## config.mk

```make
export PLATFORM = sky130hd
export DESIGN_NAME = dsph_divider
export DESIGN_NICKNAME = d
export VERILOG_FILES = /design/src/design/dsph_pkg.sv /design/src/design/dsph_divider.sv
export SDC_FILE = /design/constraint.sdc
export NUM_CORES = 1
export LEC_CHECK = 0
export ABC_AREA = 1
export BUFFER_PORTS_ARGS = -buffer_cell sky130_fd_sc_hd__buf_2
export CORE_MARGIN = 10
export CORE_UTILIZATION = 64
export CTS_CLUSTER_SIZE = 12
export DETAILED_ROUTE_END_ITERATION = 7
export HOLD_SLACK_MARGIN = 0.05
export PLACE_DENSITY = 0.84
export SKIP_CTS_REPAIR_TIMING = 1
export SLEW_MARGIN = 40
export SYNTH_ARGS = -nofsm -noshare
export SYNTH_HDL_FRONTEND = slang
export SYNTH_SLANG_ARGS = --single-unit
```

## constraint.sdc

```tcl
create_clock -name clk -period 22 [get_ports clk]
set_input_delay 4.4 -clock clk [delete_from_list [all_inputs] [get_ports clk]]
set_output_delay 4.4 -clock clk [all_outputs]
set_load 0.03 [all_outputs]
```

## src/design/dsph_pkg.sv

```systemverilog
`timescale 1ns / 1ps
package dsph_pkg;

    typedef enum logic [1:0] {
        OP_FRAME   = 2'd0,
        OP_SERVICE = 2'd1,
        OP_LIST    = 2'd2,
        OP_BACKEND = 2'd3
    } op_t;

    typedef enum logic [2:0] {
        OUT_STEERED    = 3'd0,
        OUT_MALFORMED  = 3'd1,
        OUT_NOT_L4     = 3'd2,
        OUT_NO_SERVICE = 3'd3,
        OUT_RANGE      = 3'd4,
        OUT_NO_BACKEND = 3'd5,
        OUT_WRITE_DONE = 3'd6
    } outcome_t;

    localparam logic [0:0] CFG_LOCAL_MAC       = 1'b0;
    localparam logic [0:0] CFG_LOCAL_MAC_VALID = 1'b1;

    localparam logic [15:0] ETHERTYPE_IPV4 = 16'h0800;
    localparam logic [7:0]  PROTO_TCP      = 8'd6;
    localparam logic [7:0]  PROTO_UDP      = 8'd17;
    localparam logic [16:0] ETH_LEN     = 17'd14;
    localparam logic [16:0] IP_LEN      = 17'd20;
    localparam logic [16:0] TCP_LEN     = 17'd20;
    localparam logic [16:0] UDP_LEN     = 17'd8;
    localparam logic [16:0] IHL_UNIT    = 17'd4;
    localparam logic [7:0]  COUNT_MAX   = 8'd255;

    typedef struct packed {
        op_t         op;
        logic        done;
        outcome_t    code;
        logic [5:0]  slot;
        logic [7:0]  count;
        logic [31:0] src;
        logic [5:0]  tidx;
        logic [3:0]  pos;
        logic [47:0] wval;
        logic        ev;
    } item_t;

endpackage

```

## src/design/dsph_divider.sv

```systemverilog
`timescale 1ns / 1ps
module dsph_divider
    import dsph_pkg::*;
(
    input  logic       clk,
    input  logic       rst_n,
    input  logic       in_valid,
    input  item_t      in_item,
    output logic       out_valid,
    output item_t      out_item,
    output logic [7:0] out_rem
);

    localparam int STAGES = 4;
    localparam int BITS   = 32 / STAGES;

    logic       valid_reg [STAGES];
    item_t      item_reg  [STAGES];
    logic [7:0] rem_reg   [STAGES];
    logic [7:0] rem_next  [STAGES];
    logic       prev_valid [STAGES];
    item_t      prev_item  [STAGES];
    logic [7:0] prev_rem   [STAGES];

    genvar g;
    generate
        for (g = 0; g < STAGES; g++)
        begin : g_link
            if (g == 0)
            begin : g_first
                assign prev_valid[g] = in_valid;
                assign prev_item[g]  = in_item;
                assign prev_rem[g]   = 8'd0;
            end
            else
            begin : g_rest
                assign prev_valid[g] = valid_reg[g-1];
                assign prev_item[g]  = item_reg[g-1];
                assign prev_rem[g]   = rem_reg[g-1];
            end
        end
    endgenerate

    always_comb
    begin
        logic [7:0] r;
        logic [8:0] t;
        for (int s = 0; s < STAGES; s++)
        begin
            r = prev_rem[s];
            for (int b = 0; b < BITS; b++)
            begin
                t = {r, prev_item[s].src[31 - s * BITS - b]};
                if (t >= {1'b0, prev_item[s].count})
                begin
                    r = 8'(t - {1'b0, prev_item[s].count});
                end
                else
                begin
                    r = t[7:0];
                end
            end
            rem_next[s] = r;
        end
    end

    always_ff @(posedge clk or negedge rst_n)
    begin
        if (!rst_n)
        begin
            for (int s = 0; s < STAGES; s++)
            begin
                valid_reg[s] <= 1'b0;
            end
        end
        else
        begin
            for (int s = 0; s < STAGES; s++)
            begin
                valid_reg[s] <= prev_valid[s];
            end
        end
    end

    always_ff @(posedge clk)
    begin
        for (int s = 0; s < STAGES; s++)
        begin
            item_reg[s] <= prev_item[s];
            rem_reg[s]  <= rem_next[s];
        end
    end

    assign out_valid = valid_reg[STAGES-1];
    assign out_item  = item_reg[STAGES-1];
    assign out_rem   = rem_reg[STAGES-1];

endmodule

```

After elaboration in Yosys (flattened, before gate mapping):

Memory sizes are Yosys's and may differ from the RTL's.
Index checks and enable logic that the tools add are counted.

* add/subtract/negate cells: 32
* magnitude comparators: 32
* muxes and demuxes: 32

Operators by type and width (number)
* 9-bit by 8-bit >= comparator with 1-bit output: 31
* 8-bit two-way mux: 32
* 8-bit subtractor: 31
* 1-bit by 8-bit >= comparator with 1-bit output: 1
* 1-bit by 8-bit subtractor with 8-bit output: 1

* flip-flop bits (word level): 4
* memory bits (writable): 476
* output and inout bits: 120
* logic and storage cells: 102
* memories kept: 2

Memories
* item_reg: depth 4, bits a word 111, read ports 4, clocked after memory_dff 0, write ports 4, RTL line dsph_divider.sv:18 `item_t item_reg [STAGES];`
* rem_reg: depth 4, bits a word 8, read ports 4, clocked after memory_dff 0, write ports 4, RTL line dsph_divider.sv:19 `logic [7:0] rem_reg [STAGES];`

Depth between registers and ports, before layout:

Gate-level depths: netlist of the first run.
An unclocked memory read counts as a cell.

* depth after elaboration: 17
* depth in mapped cells: 108

Worst setup path before layout of the first run:

OpenSTA, ideal clock, no wires.

* path kind: input-to-reg
* start point: in in_item[92] (netlist name)
* end point: mem rem_reg[0][4]
* arrival time: 17307 ps
* required time: 21885 ps
* path slack: 4578 ps
* stages: 102
* buffers on the path: 2
* cell sequence: inv_1 ha_1 nand2_1 inv_1 nand2_2 a21oi_2 inv_1 nand2_1 o21ai_0 ha_1 nand2_1 o21ai_2 nand4_1 nand2_1 nand2_1 nand2_2 inv_2 nand2_1 [... 66 more ...] nand2_4 nand2_1 nand2_1 ha_1 a21oi_1 nand2_1 a21oi_1 inv_1 a21oi_1 inv_1 a21oi_1 inv_1 a21oi_1 inv_1 a211oi_1 nand2_4 nand2_1 nand2_1

RTL lines
* from (decl): RTL line dsph_divider.sv:8 `input item_t in_item,`
* to (decl): RTL line dsph_divider.sv:19

==> qor.txt, run 1 <==
status - completed
Max Slew Vio Count - 0
Top cell by count, worst path - nand2_1
post-route ant nets - 0
Final min period - 19.17 ns
Max-cap violations - 0
Worst path slowest cell - a211oi_2
Worst-Margin Slew - 0.711 ns
leading cell type in the layout, fill and taps excluded - nand2_1
initial DRC count - 1273
Warnings, synthesis - 0
core area - 37400 µm²
Hold WC Path Type - flip-flop to flip-flop
Tcrit/Tclk final - 87.1%
vias in the first global route - 19200
arrival time worst endpoint - 19.64 ns
Critical path origin - in_item[92]
dpl cells - 3624
number of distinct library cells after synthesis - 55
final cell count without fillers - 3692
Final Hold Viols - 0
Mapped Nets - 3288
Post-synth EDFFs - 0
unrepaired setup endpoints after global routing - false
hold depth - 0
R2R Path End - rem_reg[3][1]
RR Startpoint - item_reg[2][92]
Worst Path Required - 22.47 ns
max incr delay on CP - 0.61 ns
sequential area share after synthesis - 40.0%
Area contributors post-synth - dfxtp_1 (40%), ha_1 (13%), nand2_1 (10%)
setup_tns - 0 ns
post-DP HPWL - 45200 µm
Crit Path Class - input port to flip-flop
largest net degree at the start of global routing - 15
IO Pins - 234
crit path launch type - input port
Layout Skew - 0.0138 ns
Syn Inst Count - 2893
Setup crit end kind - flip-flop
most frequent cells in the layout - nand2_1 (642), dfxtp_1 (476), inv_1 (453)
max reg flops - 444
Seq cells post-synth - 480
CTS root buffer - clkbuf_16
Clk pin slew, worst setup/hold paths - 0.06 ns
CTS Sinks - 480
H-tree depth - 2
share of cells above drive strength 1 - 14.2%
worst-case clock buffer depth - 3
total CTS buffers - 48
site row count - 71
Slew headroom - 52.5%
Die Ht - 214 µm
grt total ovfl - 0
Starting Density - 64.4%
Async SR Flop Fraction - 0.833%
R2R setup slack - 5.01 ns
DIE WIDTH - 214 µm
crit path to - rem_reg[0][1]
port bufs - 233
largest area contributor in the netlist - dfxtp_1
area grow syn2layout - 12.8%
vias per cell - 5.29
first-pass GRT wire length - 93100 µm
Post-synth top flop - dfxtp_1
initial antenna violation count - 2
DIE AREA - 45800 µm²
RD Place Congestion - 0.927
fin nets - 3558
drt wl/cell - 15.8 µm
Final setup violation count - 0
final wirelength - 58400 µm
DRC viols - 0
CTS tree - built
critical path peak fanout - 14
mapped cell area - 24100 µm²
total track usage - 24.4%
top-area cell type share of the netlist area - 39.5%
Fmax achieved - 52.2 MHz
worst-skew pair later-pin latency - 0.58 ns
syn_area_per_cell - 8.33 µm²
R2R cell count - 97
DRT Pass-1 Iters - 7
vias - 19500
## cell families after synthesis
kind of cell / Yosys count / share of synthesized area, %
XOR/XNOR: 161 / 5.85
buffers and inverters: 480 / 7.77
AO/OA/AOI/OAI: 368 / 8.67
adder cells (fa/ha/maj): 281 / 15.6
flip-flops: 480 / 40.0
AND/OR/NAND/NOR: 1123 / 22.2
## routing by layer
layer	vias up	share of wire, %	track usage (%)
li1	9815	-	-
met3	116	5.4	3.88
met5	-	0	0
met1	9061	40	27.4
met4	0	3.1	9.57
met2	539	51	45.3
## synthesized netlist by cell type (22+ instances only)
master	n
xor2_1	115
nand2_2	27
ha_1	250
nand3_1	142
nor2_1	123
fa_1	31
o21ai_0	97
dfxtp_1	476
nand2_1	642
xnor2_1	46
a21oi_1	168
o21ai_1	26
nand4_1	30
nor3_1	22
inv_1	453
## stage by stage
stage / hold WS [ns] / setup slack, ns / utilization (%) / area (µm²)
floorplan: 0.310 / 4.58 / - / 24100
detailed placement: 0.312 / 2.55 / 69.0 / 25800
finish: 0.314 / 2.83 / 72.7 / 27200
global placement: 0.310 / 2.82 / 68.9 / 25800
CTS: 0.313 / 3.13 / 72.7 / 27200
global route: 0.323 / 1.15 / 72.7 / 27200
## worst max-delay path: cells and delay by family
kind | cells | cell delay, ns
AOI/OAI and AO/OA | 34 | 7.14
adders and majority gates | 8 | 2.50
buffers and inverters | 18 | 1.80
and+or+nand+nor | 38 | 3.72
## worst min-delay path by stage
stage                    startpoint               to
floorplan            item_reg[0][0]   item_reg[1][0]
global placement     item_reg[1][5]   item_reg[2][5]
detailed placement   item_reg[0][0]   item_reg[1][0]
CTS                 item_reg[0][50]  item_reg[1][50]
global route        item_reg[1][62]  item_reg[2][62]
finish              item_reg[1][40]  item_reg[2][40]
## cell type report
| cell class | instances | area, µm² |
|---|---|---|
| antenna | 1 | 2.50 |
| clock buffer | 59 | 1280 |
| clock inverter | 8 | 104 |
| fill | 2817 | 10200 |
| inverter | 467 | 1750 |
| multi-input combinational | 1933 | 12600 |
| sequential | 480 | 9630 |
| tap | 511 | 639 |
| timing repair buffer | 233 | 1170 |
Power of run 1 is not shown: default switching activity piles up to over one toggle a cycle in this logic, so the estimate is an artifact.
==> run 2, diff against run 1 <==
--- a/config.mk
+++ b/config.mk
@@ -7,6 +7,7 @@
 export LEC_CHECK = 0
 export ABC_AREA = 1
 export BUFFER_PORTS_ARGS = -buffer_cell sky130_fd_sc_hd__buf_2
+export CORE_ASPECT_RATIO = 2
 export CORE_MARGIN = 10
 export CORE_UTILIZATION = 64
 export CTS_CLUSTER_SIZE = 12
==> qor.txt, run 2 (synthesis results as in run 1) <==
Top cell by count, worst path - nand2_1
CTS root buffer - clkbuf_16
Max-cap violations - 0 (unchanged)
DIE WIDTH - 157 µm (-27%)
initial antenna violation count - 2 (unchanged)
most frequent cells in the layout - nand2_1 (642), dfxtp_1 (476), inv_1 (453)
Setup crit end kind - flip-flop
port bufs - 233 (unchanged)
final wirelength - 63900 µm (+9.6%)
drt wl/cell - 17.6 µm (+11%)
Crit Path Class - input port to flip-flop
vias - 19900 (+1.7%)
H-tree depth - 2 (unchanged)
grt total ovfl - 0 (unchanged)
Die Ht - 294 µm (+38%)
post-route ant nets - 0 (unchanged)
max reg flops - 444 (unchanged)
unrepaired setup endpoints after global routing - false
fin nets - 3560 (+0.056%)
Slew headroom - 51.3% (-1.2 points)
share of cells above drive strength 1 - 14.2% (-0.027 points)
worst-case clock buffer depth - 3 (unchanged)
CTS tree - built
status - completed
RD Place Congestion - 0.991 (+6.9%)
# fillers - 2867 (+1.8%)
area grow syn2layout - 12.5%
CTS Sinks - 480 (unchanged)
DRT Pass-1 Iters - 6 (-1)
arrival time worst endpoint - 19.74 ns (+0.10 ns)
Worst-Margin Slew - 0.721 ns (+0.0101 ns)
core area - 37300 µm² (-0.30%)
leading cell type in the layout, fill and taps excluded - nand2_1
total CTS buffers - 47 (-2.1%)
largest net degree at the start of global routing - 15 (unchanged)
Final setup violation count - 0 (unchanged)
critical path peak fanout - 14 (unchanged)
CP top delay family - compound AO/OA/AOI/OAI gates
Tcrit/Tclk final - 87.6% (+0.53 points)
setup_tns - 0 ns (unchanged)
Clk pin slew, worst setup/hold paths - 0.06 ns (about the same)
Worst path slowest cell - a211oi_2
site row count - 100 (+41%)
total track usage - 27.3% (+2.9 points)
Final Hold Viols - 0 (unchanged)
first-pass GRT wire length - 101000 µm (+8.7%)
Starting Density - 64.6% (+0.20 points)
post-DP HPWL - 49900 µm (+10%)
Worst Path Required - 22.45 ns (-0.02 ns)
vias per cell - 5.45 (+3.1%)
DIE AREA - 46300 µm² (+1.0%)
vias in the first global route - 20700 (+7.4%)
utilization after layout - 72.7% (about the same)
Fmax achieved - 51.9 MHz (-0.60%)
Layout Skew - 0.0343 ns (+0.0205 ns)
crit path launch type - input port
Hold WC Path Type - flip-flop to flip-flop
Max Slew Vio Count - 0 (unchanged)
worst-skew pair later-pin latency - 0.59 ns (about the same)
initial DRC count - 974 (-23%)
CP Buf/Inv Count - 18 (unchanged)
DRC viols - 0 (unchanged)
IO Pins - 234 (unchanged)
Final min period - 19.28 ns (+0.116 ns)
max incr delay on CP - 0.60 ns (about the same)
[run 2: through the flow]
step / hold WS (ns) / std cells / area, µm² / setup slack (ns)
detailed placement: 0.312 / 3575 / 25700 / 2.44
CTS: 0.292 / 3638 / 27100 / 2.95
finish: 0.294 / 3640 / 27100 / 2.72
global route: 0.308 / 3640 / 27100 / 0.909
global placement: 0.310 / 3575 / 25700 / 2.72
floorplan: 0.310 / 2893 / 24100 / 4.58
[run 2: area by class of cell]
class | count | area, µm² | area share, %
multi-input combinational | 1933 | 12600 | 46.5
sequential | 480 | 9630 | 35.5
inverter | 467 | 1750 | 6.47
clock buffer | 58 | 1260 | 4.64
timing repair buffer | 236 | 1190 | 4.39
tap | 459 | 574 | 2.12
clock inverter | 5 | 93.8 | 0.346
antenna | 2 | 5.00 | 0.0185
[run 2: worst paths after layout]
kind / endpoint / from / slack (ns) / cells past startpoint
min reg2reg: item_reg[2][53] / item_reg[1][53] / 0.29 / 0
max reg2reg: rem_reg[3][3] / item_reg[2][92] / 4.93 / 97
max: rem_reg[0][4] / in_item[92] / 2.72 / 98
min: item_reg[2][53] / item_reg[1][53] / 0.29 / 0
max in group asynchronous: prev_valid[0] / rst_n / 18.28 / 1
min in group asynchronous: prev_valid[1] / rst_n / 3.60 / 1
[run 2: per-layer routing]
metal / routed length (µm) / global-route usage (%) / vias up
li1: - / - / 9796
met1: 22100 / 25.9 / 9093
met2: 34200 / 52.6 / 703
met3: 3330 / 4.18 / 264
met4: 4240 / 16.9 / 0
met5: 0 / 0 / -
Power of run 2 is left out for the same reason.
