$ cat src/design/dsph_pkg.sv
`timescale 1ns / 1ps
package dsph_pkg;

    typedef enum logic [1:0] {
        OP_FRAME   = 2'd0,
        OP_SERVICE = 2'd1,
        OP_LIST    = 2'd2,
        OP_BACKEND = 2'd3
    } op_t;

    typedef enum logic [2:0] {
        OUT_STEERED    = 3'd0,
        OUT_MALFORMED  = 3'd1,
        OUT_NOT_L4     = 3'd2,
        OUT_NO_SERVICE = 3'd3,
        OUT_RANGE      = 3'd4,
        OUT_NO_BACKEND = 3'd5,
        OUT_WRITE_DONE = 3'd6
    } outcome_t;

    localparam logic [0:0] CFG_LOCAL_MAC       = 1'b0;
    localparam logic [0:0] CFG_LOCAL_MAC_VALID = 1'b1;

    localparam logic [15:0] ETHERTYPE_IPV4 = 16'h0800;
    localparam logic [7:0]  PROTO_TCP      = 8'd6;
    localparam logic [7:0]  PROTO_UDP      = 8'd17;
    localparam logic [16:0] ETH_LEN     = 17'd14;
    localparam logic [16:0] IP_LEN      = 17'd20;
    localparam logic [16:0] TCP_LEN     = 17'd20;
    localparam logic [16:0] UDP_LEN     = 17'd8;
    localparam logic [16:0] IHL_UNIT    = 17'd4;
    localparam logic [7:0]  COUNT_MAX   = 8'd255;

    typedef struct packed {
        op_t         op;
        logic        done;
        outcome_t    code;
        logic [5:0]  slot;
        logic [7:0]  count;
        logic [31:0] src;
        logic [5:0]  tidx;
        logic [3:0]  pos;
        logic [47:0] wval;
        logic        ev;
    } item_t;

endpackage

$ cat src/design/dsph_classify.sv
`timescale 1ns / 1ps
module dsph_classify
    import dsph_pkg::*;
#(
    parameter int NUM_SERVICES = 16
) (
    input  logic        clk,
    input  logic        rst_n,
    input  logic        in_valid,
    input  logic [1:0]  opcode,
    input  logic [15:0] frame_length,
    input  logic [15:0] ether_type,
    input  logic [3:0]  ip_header_words,
    input  logic [7:0]  ip_protocol,
    input  logic [31:0] src_address,
    input  logic [31:0] dst_address,
    input  logic [15:0] dst_port,
    input  logic [5:0]  table_index,
    input  logic [3:0]  list_position,
    input  logic [47:0] write_value,
    input  logic        entry_valid,
    output logic        out_valid,
    output item_t       out_item
);

    localparam int SLOT_W = (NUM_SERVICES > 1) ? $clog2(NUM_SERVICES) : 1;

    logic [31:0] svc_addr_reg  [NUM_SERVICES];
    logic [15:0] svc_port_reg  [NUM_SERVICES];
    logic [7:0]  svc_count_reg [NUM_SERVICES];
    logic [NUM_SERVICES-1:0] svc_valid_reg;

    logic        valid_reg;
    item_t       item_reg;
    item_t       item_next;
    logic        hit;
    logic [5:0]  slot;
    logic [16:0] len;
    logic [16:0] l4_len;
    logic [16:0] hdr_len;
    logic        svc_wr;

    assign len     = {1'b0, frame_length};
    assign l4_len  = (ip_protocol == PROTO_TCP) ? TCP_LEN : UDP_LEN;
    assign hdr_len = ETH_LEN + 17'(ip_header_words) * IHL_UNIT + l4_len;
    assign svc_wr  = in_valid && (op_t'(opcode) == OP_SERVICE)
                     && (32'(table_index) < NUM_SERVICES);

    always_comb
    begin
        hit  = 1'b0;
        slot = '0;
        for (int i = NUM_SERVICES - 1; i >= 0; i--)
        begin
            if (svc_valid_reg[i] && svc_addr_reg[i] == dst_address
                && svc_port_reg[i] == dst_port)
            begin
                hit  = 1'b1;
                slot = 6'(i);
            end
        end
    end

    always_comb
    begin
        item_next       = '0;
        item_next.op    = op_t'(opcode);
        item_next.src   = src_address;
        item_next.tidx  = table_index;
        item_next.pos   = list_position;
        item_next.wval  = write_value;
        item_next.ev    = entry_valid;
        item_next.slot  = slot;
        item_next.count = svc_count_reg[slot[SLOT_W-1:0]];
        item_next.code  = OUT_STEERED;
        if (op_t'(opcode) != OP_FRAME)
        begin
            item_next.done = 1'b1;
            item_next.code = OUT_WRITE_DONE;
        end
        else if (len < ETH_LEN || ether_type != ETHERTYPE_IPV4 || len < ETH_LEN + IP_LEN)
        begin
            item_next.done = 1'b1;
            item_next.code = OUT_MALFORMED;
        end
        else if (ip_protocol != PROTO_TCP && ip_protocol != PROTO_UDP)
        begin
            item_next.done = 1'b1;
            item_next.code = OUT_NOT_L4;
        end
        else if (hdr_len > len)
        begin
            item_next.done = 1'b1;
            item_next.code = OUT_MALFORMED;
        end
        else if (!hit || item_next.count == 8'd0)
        begin
            item_next.done = 1'b1;
            item_next.code = OUT_NO_SERVICE;
        end
    end

    always_ff @(posedge clk or negedge rst_n)
    begin
        if (!rst_n)
        begin
            valid_reg     <= 1'b0;
            svc_valid_reg <= '0;
        end
        else
        begin
            valid_reg <= in_valid;
            if (svc_wr)
            begin
                svc_valid_reg[table_index[SLOT_W-1:0]] <= entry_valid;
            end
        end
    end

    always_ff @(posedge clk)
    begin
        item_reg <= item_next;
        if (svc_wr)
        begin
            svc_addr_reg[table_index[SLOT_W-1:0]]  <= dst_address;
            svc_port_reg[table_index[SLOT_W-1:0]]  <= dst_port;
            svc_count_reg[table_index[SLOT_W-1:0]] <=
                (write_value > 48'(COUNT_MAX)) ? COUNT_MAX : write_value[7:0];
        end
    end

    assign out_valid = valid_reg;
    assign out_item  = item_reg;

endmodule

$ cat config.mk
export PLATFORM = sky130hd
export DESIGN_NAME = dsph_classify
export DESIGN_NICKNAME = d
export VERILOG_FILES = /design/src/design/dsph_pkg.sv /design/src/design/dsph_classify.sv
export SDC_FILE = /design/constraint.sdc
export NUM_CORES = 1
export LEC_CHECK = 0
export BUFFER_PORTS_ARGS = -buffer_cell sky130_fd_sc_hd__buf_2
export CORE_UTILIZATION = 39
export DETAILED_ROUTE_END_ITERATION = 10
export PLACE_DENSITY_LB_ADDON = 0.12
export REMOVE_ABC_BUFFERS = 1
export SYNTH_ARGS = -nofsm -noshare
export SYNTH_HDL_FRONTEND = slang
export SYNTH_SLANG_ARGS = --single-unit
export TNS_END_PERCENT = 5
$ cat constraint.sdc
create_clock -name clk -period 5.77 [get_ports clk]
set_input_delay 0.577 -clock clk [delete_from_list [all_inputs] [get_ports clk]]
set_output_delay 0.577 -clock clk [all_outputs]
set_load 0.05 [all_outputs]
# After elaboration in Yosys (flattened, before gate mapping)

Memories as Yosys holds them, arrays and structs flattened.
Cells that the tools add are included.

Add/sub/neg operators: 2
Order comparisons: 7
Equal/unequal tests: 37
Muxes and demuxes: 43
Reduce and logical (&&, ||, !) cells: 44

Operators by type and width:

| operator                                                        | count |
|---|---|
| equality test 32 bit                                            | 16 |
| equality test 16 bit                                            | 16 |
| two-way mux 4 bit                                               | 17 |
| greater-than comparator 48 x 8 -> 1 bit (second input constant) | 1 |
| logical AND 1 bit                                               | 36 |
| two-way mux 1 bit                                               | 19 |
| bitwise mux 16 bit                                              | 1 |
| greater-than comparator 8 x 16 -> 1 bit                         | 1 |
| < comparator 16 x 4 -> 1 bit (second input constant)            | 1 |
| < comparator 16 x 6 -> 1 bit (second input constant)            | 1 |
| != test 16 x 12 -> 1 bit (second input constant)                | 1 |
| OR reduction 15 bit                                             | 1 |
| two-way mux 3 bit                                               | 3 |
| adder 7 x 5 -> 8 bit                                            | 1 |
| equality test 8 x 3 -> 1 bit (second input constant)            | 1 |
| logical NOT 8 bit                                               | 1 |
| two-way mux 8 bit                                               | 1 |
| != test 8 x 3 -> 1 bit (second input constant)                  | 1 |
| != test 8 x 5 -> 1 bit (second input constant)                  | 1 |
| adder 4 x 6 -> 7 bit (first input constant)                     | 1 |
| < comparator 6 x 5 -> 1 bit (second input constant)             | 1 |
| < comparator 4 x 5 -> 1 bit (second input constant)             | 1 |
| two-way mux 5 bit                                               | 1 |
| demux 1 bit (select 4 bit)                                      | 1 |
| 6 further kinds                                                 | 8 |

Flip-flop bits (word level): 128
RAM bits: 896
Input bits: 188
Output and inout port bits: 112
Word-level logic and storage cells: 149
Memories kept: 3

Memories:

| name          | depth | bits a word | read ports | clocked after Yosys merged registers in | write ports | RTL line            | RTL |
|---|---|---|---|---|---|---|---|
| svc_addr_reg  | 16    | 32          | 16         | 0                                       | 1           | dsph_classify.sv:28 | `logic [31:0] svc_addr_reg [NUM_SERVICES];` |
| svc_port_reg  | 16    | 16          | 16         | 0                                       | 1           | dsph_classify.sv:29 | `logic [15:0] svc_port_reg [NUM_SERVICES];` |
| svc_count_reg | 16    | 8           | 1          | 0                                       | 1           | dsph_classify.sv:30 | `logic [7:0] svc_count_reg [NUM_SERVICES];` |

# Longest topological paths before layout

Gate-level depths: netlist of the first run.
An unclocked memory read counts as a cell.

Depth after elaboration: 27
Mapped depth: 20
Mapped depth without buffers: 15

# Worst setup path after synthesis of the first run

No wires, ideal clock.

Path kind: in2reg
Start: input port opcode[1]
End: register svc_valid_reg[0]
Library setup time: 84 ps
Arrival time: 5791 ps
Setup slack: -105 ps
Cell stages on the path: 5
Buffers on the path: 0
Cells stage by stage: nor4_1 nor2b_1 nand2b_1 nor3_1 mux2_2

Word-level cells in the longest chain between the ends: 3

Ends and longest elaborated chain:

| element                       | RTL line             | RTL |
|---|---|---|
| start, declared               | dsph_classify.sv:10  | `input logic [1:0] opcode,` |
| equality test 2 x 1 -> 1 bit  | dsph_classify.sv:46  | `assign svc_wr = in_valid && (op_t'(opcode) == OP_SERVICE)` |
| logical AND 1 bit             | dsph_classify.sv:46  |  |
| logical AND 1 bit             | dsph_classify.sv:47  | `&& (32'(table_index) < NUM_SERVICES);` |
| end signal, assigned by index | dsph_classify.sv:115 | `svc_valid_reg[table_index[SLOT_W-1:0]] <= entry_valid;` |
| end, declared                 | dsph_classify.sv:31  | `logic [NUM_SERVICES-1:0] svc_valid_reg;` |

No other way between the ends.
A chain may end at the register's enable or synchronous reset.

==> results of run 1 <==
-- cell usage after synthesis, types with 8 or more instances --
master and instances:
clkbuf_1 41, inv_1 70, nor4b_1 19, mux2_2 18, nor3_1 51, nor4bb_1 8
mux2i_1 72, a32oi_1 8, xor2_1 337, nand2_1 92, nand2b_1 177, xnor2_1 327
nand3_1 68, o2111ai_1 31, a21oi_1 14, dfxtp_1 109, edfxtp_1 896, ha_1 11
nand4b_1 16, nor4_1 180, o21ai_0 26, nor2_1 71, buf_2 33, and2_1 9
dfrtp_1 17, buf_1 28, nor2b_1 46, or4_1 31, or3_1 14, nand4_1 150
-- per-stage QoR --
step	hold WS (ns)	area, um^2
detailed placement	0.504	49600
CTS	0.0494	54300
floorplan	0.281	43900
finish	0.101	54300
global placement	0.488	49600
global route	0.0780	54300
-- worst paths after layout --
check                                         end  slack [ns]  depth (start not counted)
worst min register to register   svc_valid_reg[8]        0.52                          1
worst max register to register      out_item[106]        0.72                         15
worst min-delay path                 out_item[56]        0.10                          1
max in group asynchronous        svc_valid_reg[1]        4.78                          3
worst max-delay path                out_item[108]        0.57                         17
min in group asynchronous       svc_valid_reg[13]        0.52                          3
-- where the power goes --
part	switching, mW	internal, mW
Combinational	0.932	0.416
Sequential	0.0196	8.07
Clock	3.04	4.31
Total	3.99	12.8
-- worst max-delay path: cells and delay by family --
kind / cells / cell delay [ns]
compound gates: 5 / 1.25
buf+inv: 4 / 1.22
simple gates: 6 / 2.35
mux: 1 / 0.12
xor+xnor: 1 / 0.20
-- metal layers --
layer,part of all wire (%),track usage (%)
met1,45,39.4
met2,45,42.7
met3,6.9,4.57
met4,3.1,8.46
met5,0.017,0
-- cell type report --
| type | instances | area (um^2) | area share [%] |
|---|---|---|---|
| Inverter | 70 | 263 | 0.484 |
| Tap cell | 1500 | 1880 | 3.46 |
| Sequential cell | 1022 | 29500 | 54.4 |
| Timing Repair Buffer | 621 | 4560 | 8.41 |
| Antenna cell | 4 | 10.0 | 0.0184 |
| Clock buffer | 174 | 3420 | 6.31 |
| Clock inverter | 39 | 362 | 0.666 |
| Multi-Input combinational cell | 1922 | 14300 | 26.3 |
-- kinds of logic after synthesis --
family	synth area share, %
buffers and inverters	1.82
other	0.00843
and+or+nand+nor	13.3
AOI/OAI and AO/OA	2.92
muxes	2.13
adders and majority gates	0.355
xor gates and xnor gates	13.1
DFF	66.4
-- timing repair --
item / in CTS / in global routing
gates resized for setup: 0 / 0
hold buffers: 92 / 0
endpoints found under the hold margin: 108 / 0
==> key figures, run 1 <==
Place
  • Routability congestion estimate: 0.939
  • Place WS: -0.0725 ns
  • Placed cells: 5043
  • Hpwl dp: 111 mm
  • IO buf count: 297

Min path
  • Hold Crit Start: table_index[3]
  • Hold crit path type: in2reg

GRT
  • Total congestion overflow: 0
  • Largest net degree at the start of global routing: 58
  • Initial antenna violation count: 11
  • GR Util All Layers: 27.5%
  • First-pass GRT wire length: 226 mm
  • Number of global-route vias before repair: 30200

Routing
  • DR iter-0 viols: 3034
  • Via-to-Cell Ratio: 5.63
  • WL/cell: 30.1 um
  • DRT Wirelength: 161 mm
  • Initial DRT Pass Iterations: 8
  • Via count: 30100
  • Antenna viol nets, final: 0
  • Drt drc: 0

Floorplan
  • # IOs: 300
  • Die width: 340 um
  • Die area: 0.115 mm^2
  • FP Rows: 123
  • Die height: 340 um
  • Core box area: 0.113 mm^2
  • Initial Util: 39.4%

Yosys
  • Yosys warns: 0
  • Synth area leaders: edfxtp_1 61%, xor2_1 6.6%, xnor2_1 6.4%
  • Synth Cell Area: 0.0445 mm^2
  • Cells after Synth: 3128
  • Synth area leader: edfxtp_1
  • Ys async rst share: 1.66%
  • Post-synthesis sequential area ratio: 66.4%
  • Synth unique cells: 87
  • Main synth FF type: edfxtp_1
  • Post-synth EDFFs: 896
  • Share of the synthesized area in the top cell type: 60.5%
  • Post-Syn Area per Cell: 14.2 um^2
  • #FFs+latches synth: 1022

Critical path
  • Reg-to-reg startpoint: svc_addr_reg[13][18]
  • Crit path largest cell delay: 0.71 ns
  • Setup crit start: dst_address[17]
  • Kind of start point of the critical path: input pin
  • Slowest library cell on the worst path: buf_2
  • Crit Path Class: in2reg
  • Critical-path cell list: buf_2 -> xor2_1 -> or4_1 -> or4b_2 -> nor4_1 -> a22oi_1 -> nand3_1 -> a211oi_4 -> buf_12 -> buf_12 -> buf_4 -> mux2i_1 -> a32o_1 -> o31ai_1 -> nor4_2 -> nand2_2 -> o2111ai_1
  • Crit. End Element: flop
  • Maximum fanout along the worst path: 19
  • CP most frequent cell: buf_12
  • CP arrival: 5.78 ns
  • CP required: 6.34 ns

Flow run
  • Max Cap Viol: 0

STA
  • Max-slew headroom: 16.1%
  • Least-Margin Pin Slew: 1.26 ns
  • RSZ-0062 raised after global routing: false
  • Max Clock Freq: 0.192 GHz
  • Final setup margin: 0.565 ns
  • Setup total negative slack: 0 ns
  • Clock skew: 0.0253 ns
  • Fin. Hold Viols: 0
  • Fin crit share: 90.2%
  • Final Slew Violations: 0
  • Setup violators final: 0
  • Min Tclk post-route: 5.20 ns

Final layout
  • Nets: 3951
  • Max FFs per register: 512
  • Cell Count, Final, Fillers Out: 5352
  • Most used cells in the layout excluding fill and tap cells: 896 x edfxtp_1, 337 x xor2_1, 327 x xnor2_1, 297 x buf_2, 199 x buf_4
  • Area growth from synthesis to layout: 22.1%
  • Final design utilization: 48.1%
  • Fillers: 9749
  • Commonest non-fill, non-tap cell in the layout: edfxtp_1
  • Share of cells above drive strength 1: 19.9%

Clock network
  • CTS tree: done
  • Total clock sinks: 1022
  • CTS H-tree lvls: 3
  • Longest Clk Path Bufs: 3
  • Root Driver: clkbuf_16
  • Cts bufs inserted: 114
  • Clock latency on the worst-skew pair: 0.72 ns
  • Clock slew at reported path FFs: 0.05 ns
  • Post-CTS Setup Bufs: 0

Status
  • Status: finished clean

Power
  • Power Total: 16.8 mW
  • Leak pwr: 18.8 nW
  • Pwr dens: 309 mW/mm^2
  • VDD IR max: 0.229 mV
(Power assumes the default switching activity.)
==> run 2, diff against run 1 <==
Settings changed: ABC_CLOCK_PERIOD_IN_PS set to 4850.
Clock period 5.77 ns to 4.85 ns, I/O delays scaled along.
==> run 2 against run 1 <==
Effect of this change: first-iteration DRC count up 5.4%; clock power up 11%; worst setup slack got worse by 0.47 ns; highest routed layer is now met4; via count grew 4.2%.
==> key figures, run 2 (synthesis results as in run 1) <==
Critical path
  • Crit path largest cell delay: 0.62 ns (-0.09 ns)
  • Crit path max-delay family: simple AND/OR/NAND/NOR gates
  • Maximum fanout along the worst path: 4 (-15)
  • Buf+Inv Stages, Crit Path: 1 (-3)
  • Kind of start point of the critical path: flop
  • CP most frequent cell: a211oi_1
  • Slowest library cell on the worst path: or4b_1
  • Crit. End Element: flop
  • Critical-path cell list: xor2_1 -> or4_1 -> or4b_1 -> or3_1 -> o22ai_1 -> a211oi_1 -> o31a_1 -> o41ai_1 -> buf_4 -> a221o_1 -> a211oi_1 -> a21o_1 -> nor4_4 -> nand2_2 -> a31oi_2
  • R2R Setup Slk: 0.09 ns (-0.63 ns)
  • Crit Path Class: reg2reg
  • CP arrival: 5.37 ns (-0.41 ns)
  • CP required: 5.47 ns (-0.87 ns)

Clock network
  • CTS tree: done
  • Longest Clk Path Bufs: 3 (unchanged)
  • Clock latency on the worst-skew pair: 0.71 ns (about the same)
  • CTS H-tree lvls: 3 (unchanged)
  • Root Driver: clkbuf_16
  • Total clock sinks: 1022 (unchanged)
  • Cts bufs inserted: 111 (-2.6%)
  • Clock slew at reported path FFs: 0.06 ns (about the same)

GRT
  • Largest net degree at the start of global routing: 58 (unchanged)
  • Initial antenna violation count: 8 (-3)
  • First-pass GRT wire length: 231 mm (+2.2%)
  • GR Util All Layers: 28.1% (+0.54 points)
  • Number of global-route vias before repair: 31400 (+3.8%)
  • Total congestion overflow: 0 (unchanged)

STA
  • Least-Margin Pin Slew: 1.17 ns (-0.0882 ns)
  • Max Clock Freq: 0.210 GHz
  • Setup violators final: 0 (unchanged)
  • Clock skew: 0.0281 ns (+0.00278 ns)
  • Setup total negative slack: 0 ns (unchanged)
  • Fin. Hold Viols: 0 (unchanged)
  • Max-slew headroom: 22.0% (+5.9 points)
  • Final Slew Violations: 0 (unchanged)
  • Min Tclk post-route: 4.76 ns
  • Fin crit share: 98.1%

Routing
  • DRT Wirelength: 164 mm (+2.0%)
  • Via count: 31400 (+4.2%)
  • DR iter-0 viols: 3199 (+5.4%)
  • WL/cell: 29.1 um (-3.6%)
  • Via-to-Cell Ratio: 5.55 (-1.4%)
  • Drt drc: 0 (unchanged)
  • Antenna viol nets, final: 0 (unchanged)
  • Initial DRT Pass Iterations: 6 (-2)

Floorplan
  • Core box area: 0.113 mm^2 (unchanged)
  • Die area: 0.115 mm^2 (unchanged)
  • # IOs: 300 (unchanged)
  • FP Rows: 123 (unchanged)
  • Initial Util: 39.4% (unchanged)
  • Die height: 340 um (unchanged)
  • Die width: 340 um (unchanged)

Status
  • Status: finished clean

Power
  • Comb pwr share: 9.2% (+1.2 points)
  • Switch Pwr: 4.73 mW (+18%)
  • Net Sw Frac: 24.2% (+0.38 points)
  • VDD IR max: 0.282 mV (+23%)
  • Leak pwr: 20.3 nW (+8.0%)
  • Cell Int Power: 14.8 mW (+16%)
  • Clock power share: 41.6% (-2.2 points)
  • Power Total: 19.6 mW (+17%)
  • Sequential share of power: 49.2% (+1.0 points)
  • Pwr dens: 345 mW/mm^2 (+12%)

Final layout
  • Share of cells above drive strength 1: 26.0% (+6.1 points)
  • Register area: 0.0295 mm^2 (unchanged)
  • Commonest non-fill, non-tap cell in the layout: edfxtp_1
  • Nets: 4262 (+7.9%)
  • Max FFs per register: 512 (unchanged)
  • Most used cells in the layout excluding fill and tap cells: 896 x edfxtp_1, 485 x buf_4, 336 x xor2_1, 325 x xnor2_1, 297 x buf_2
  • Fillers: 9726 (-0.24%)
  • Footprint of the multi-input gates: 0.0143 mm^2 (+0.57%)
  • Area growth from synthesis to layout: 27.5%
  • Cell Count, Final, Fillers Out: 5658 (+5.7%)

Place
  • Hpwl dp: 121 mm (+9.6%)
  • Routability congestion estimate: 0.974 (+3.8%)
  • Placed cells: 5351 (+6.1%)
  • IO buf count: 297 (unchanged)

Min path
  • Hold crit path type: in2reg

Flow run
  • Max Cap Viol: 0 (unchanged)
[run 2: stage by stage]
step / cell area, um^2 / utilization [%] / worst slack (ns) / hold WS (ns)
2_1_floorplan: 43900 / - / -2.64 / 0.189
3_3_place_gp: 52200 / 46.2 / -0.656 / 0.487
3_5_place_dp: 52200 / 46.2 / -0.608 / 0.498
4_1_cts: 56600 / 50.1 / 0.00827 / 0.0614
5_1_grt: 56700 / 50.2 / -0.00485 / 0.0898
6_report: 56700 / 50.3 / 0.0933 / 0.112
[run 2: timing repair]
item,4_1_cts,5_1_grt
hold buffers,94,0
endpoints found under the setup margin,0,3
resized for setup,0,16
hold endpoints to repair,110,0
buffers inserted,0,1
[run 2: power groups by stage]
stage / Combinational, mW / Sequential, mW / Clock (mW)
after floorplan: 0.438 / 9.96 / 0
after global placement: 1.70 / 9.81 / 0
after detailed placement: 1.71 / 9.81 / 0
after CTS: 1.78 / 9.62 / 8.29
after global routing: 1.87 / 9.63 / 8.62
final: 1.80 / 9.63 / 8.14
[run 2: routing by layer]
| metal | track usage [%] | routed length (um) | vias to the layer above |
|---|---|---|---|
| met5 | 0 | 0 | - |
| met4 | 11.1 | 6560 | 0 |
| met3 | 5.01 | 13200 | 284 |
| met2 | 42.2 | 72300 | 1492 |
| met1 | 40.2 | 72300 | 15900 |
| li1 | - | - | 13700 |
[run 2: worst paths after layout]
check / startpoint / endpoint / cells past startpoint
worst min register to register: svc_valid_reg[8] / svc_valid_reg[8] / 1
max in group asynchronous: rst_n / out_valid / 3
worst min-delay path: dst_address[3] / svc_addr_reg[1][3] / 1
worst max-delay path: svc_addr_reg[13][18] / out_item[106] / 15
min in group asynchronous: rst_n / svc_valid_reg[14] / 3
worst max register to register: svc_addr_reg[13][18] / out_item[106] / 15
[run 2: layout make-up]
| class | count | area share [%] |
|---|---|---|
| Sequential cell | 1022 | 52.1 |
| Multi-Input combinational cell | 1922 | 25.3 |
| Timing Repair Buffer | 935 | 12.8 |
| Clock buffer | 154 | 5.44 |
| Tap cell | 1500 | 3.31 |
| Clock inverter | 53 | 0.647 |
| Inverter | 70 | 0.463 |
| Antenna cell | 2 | 0.00883 |
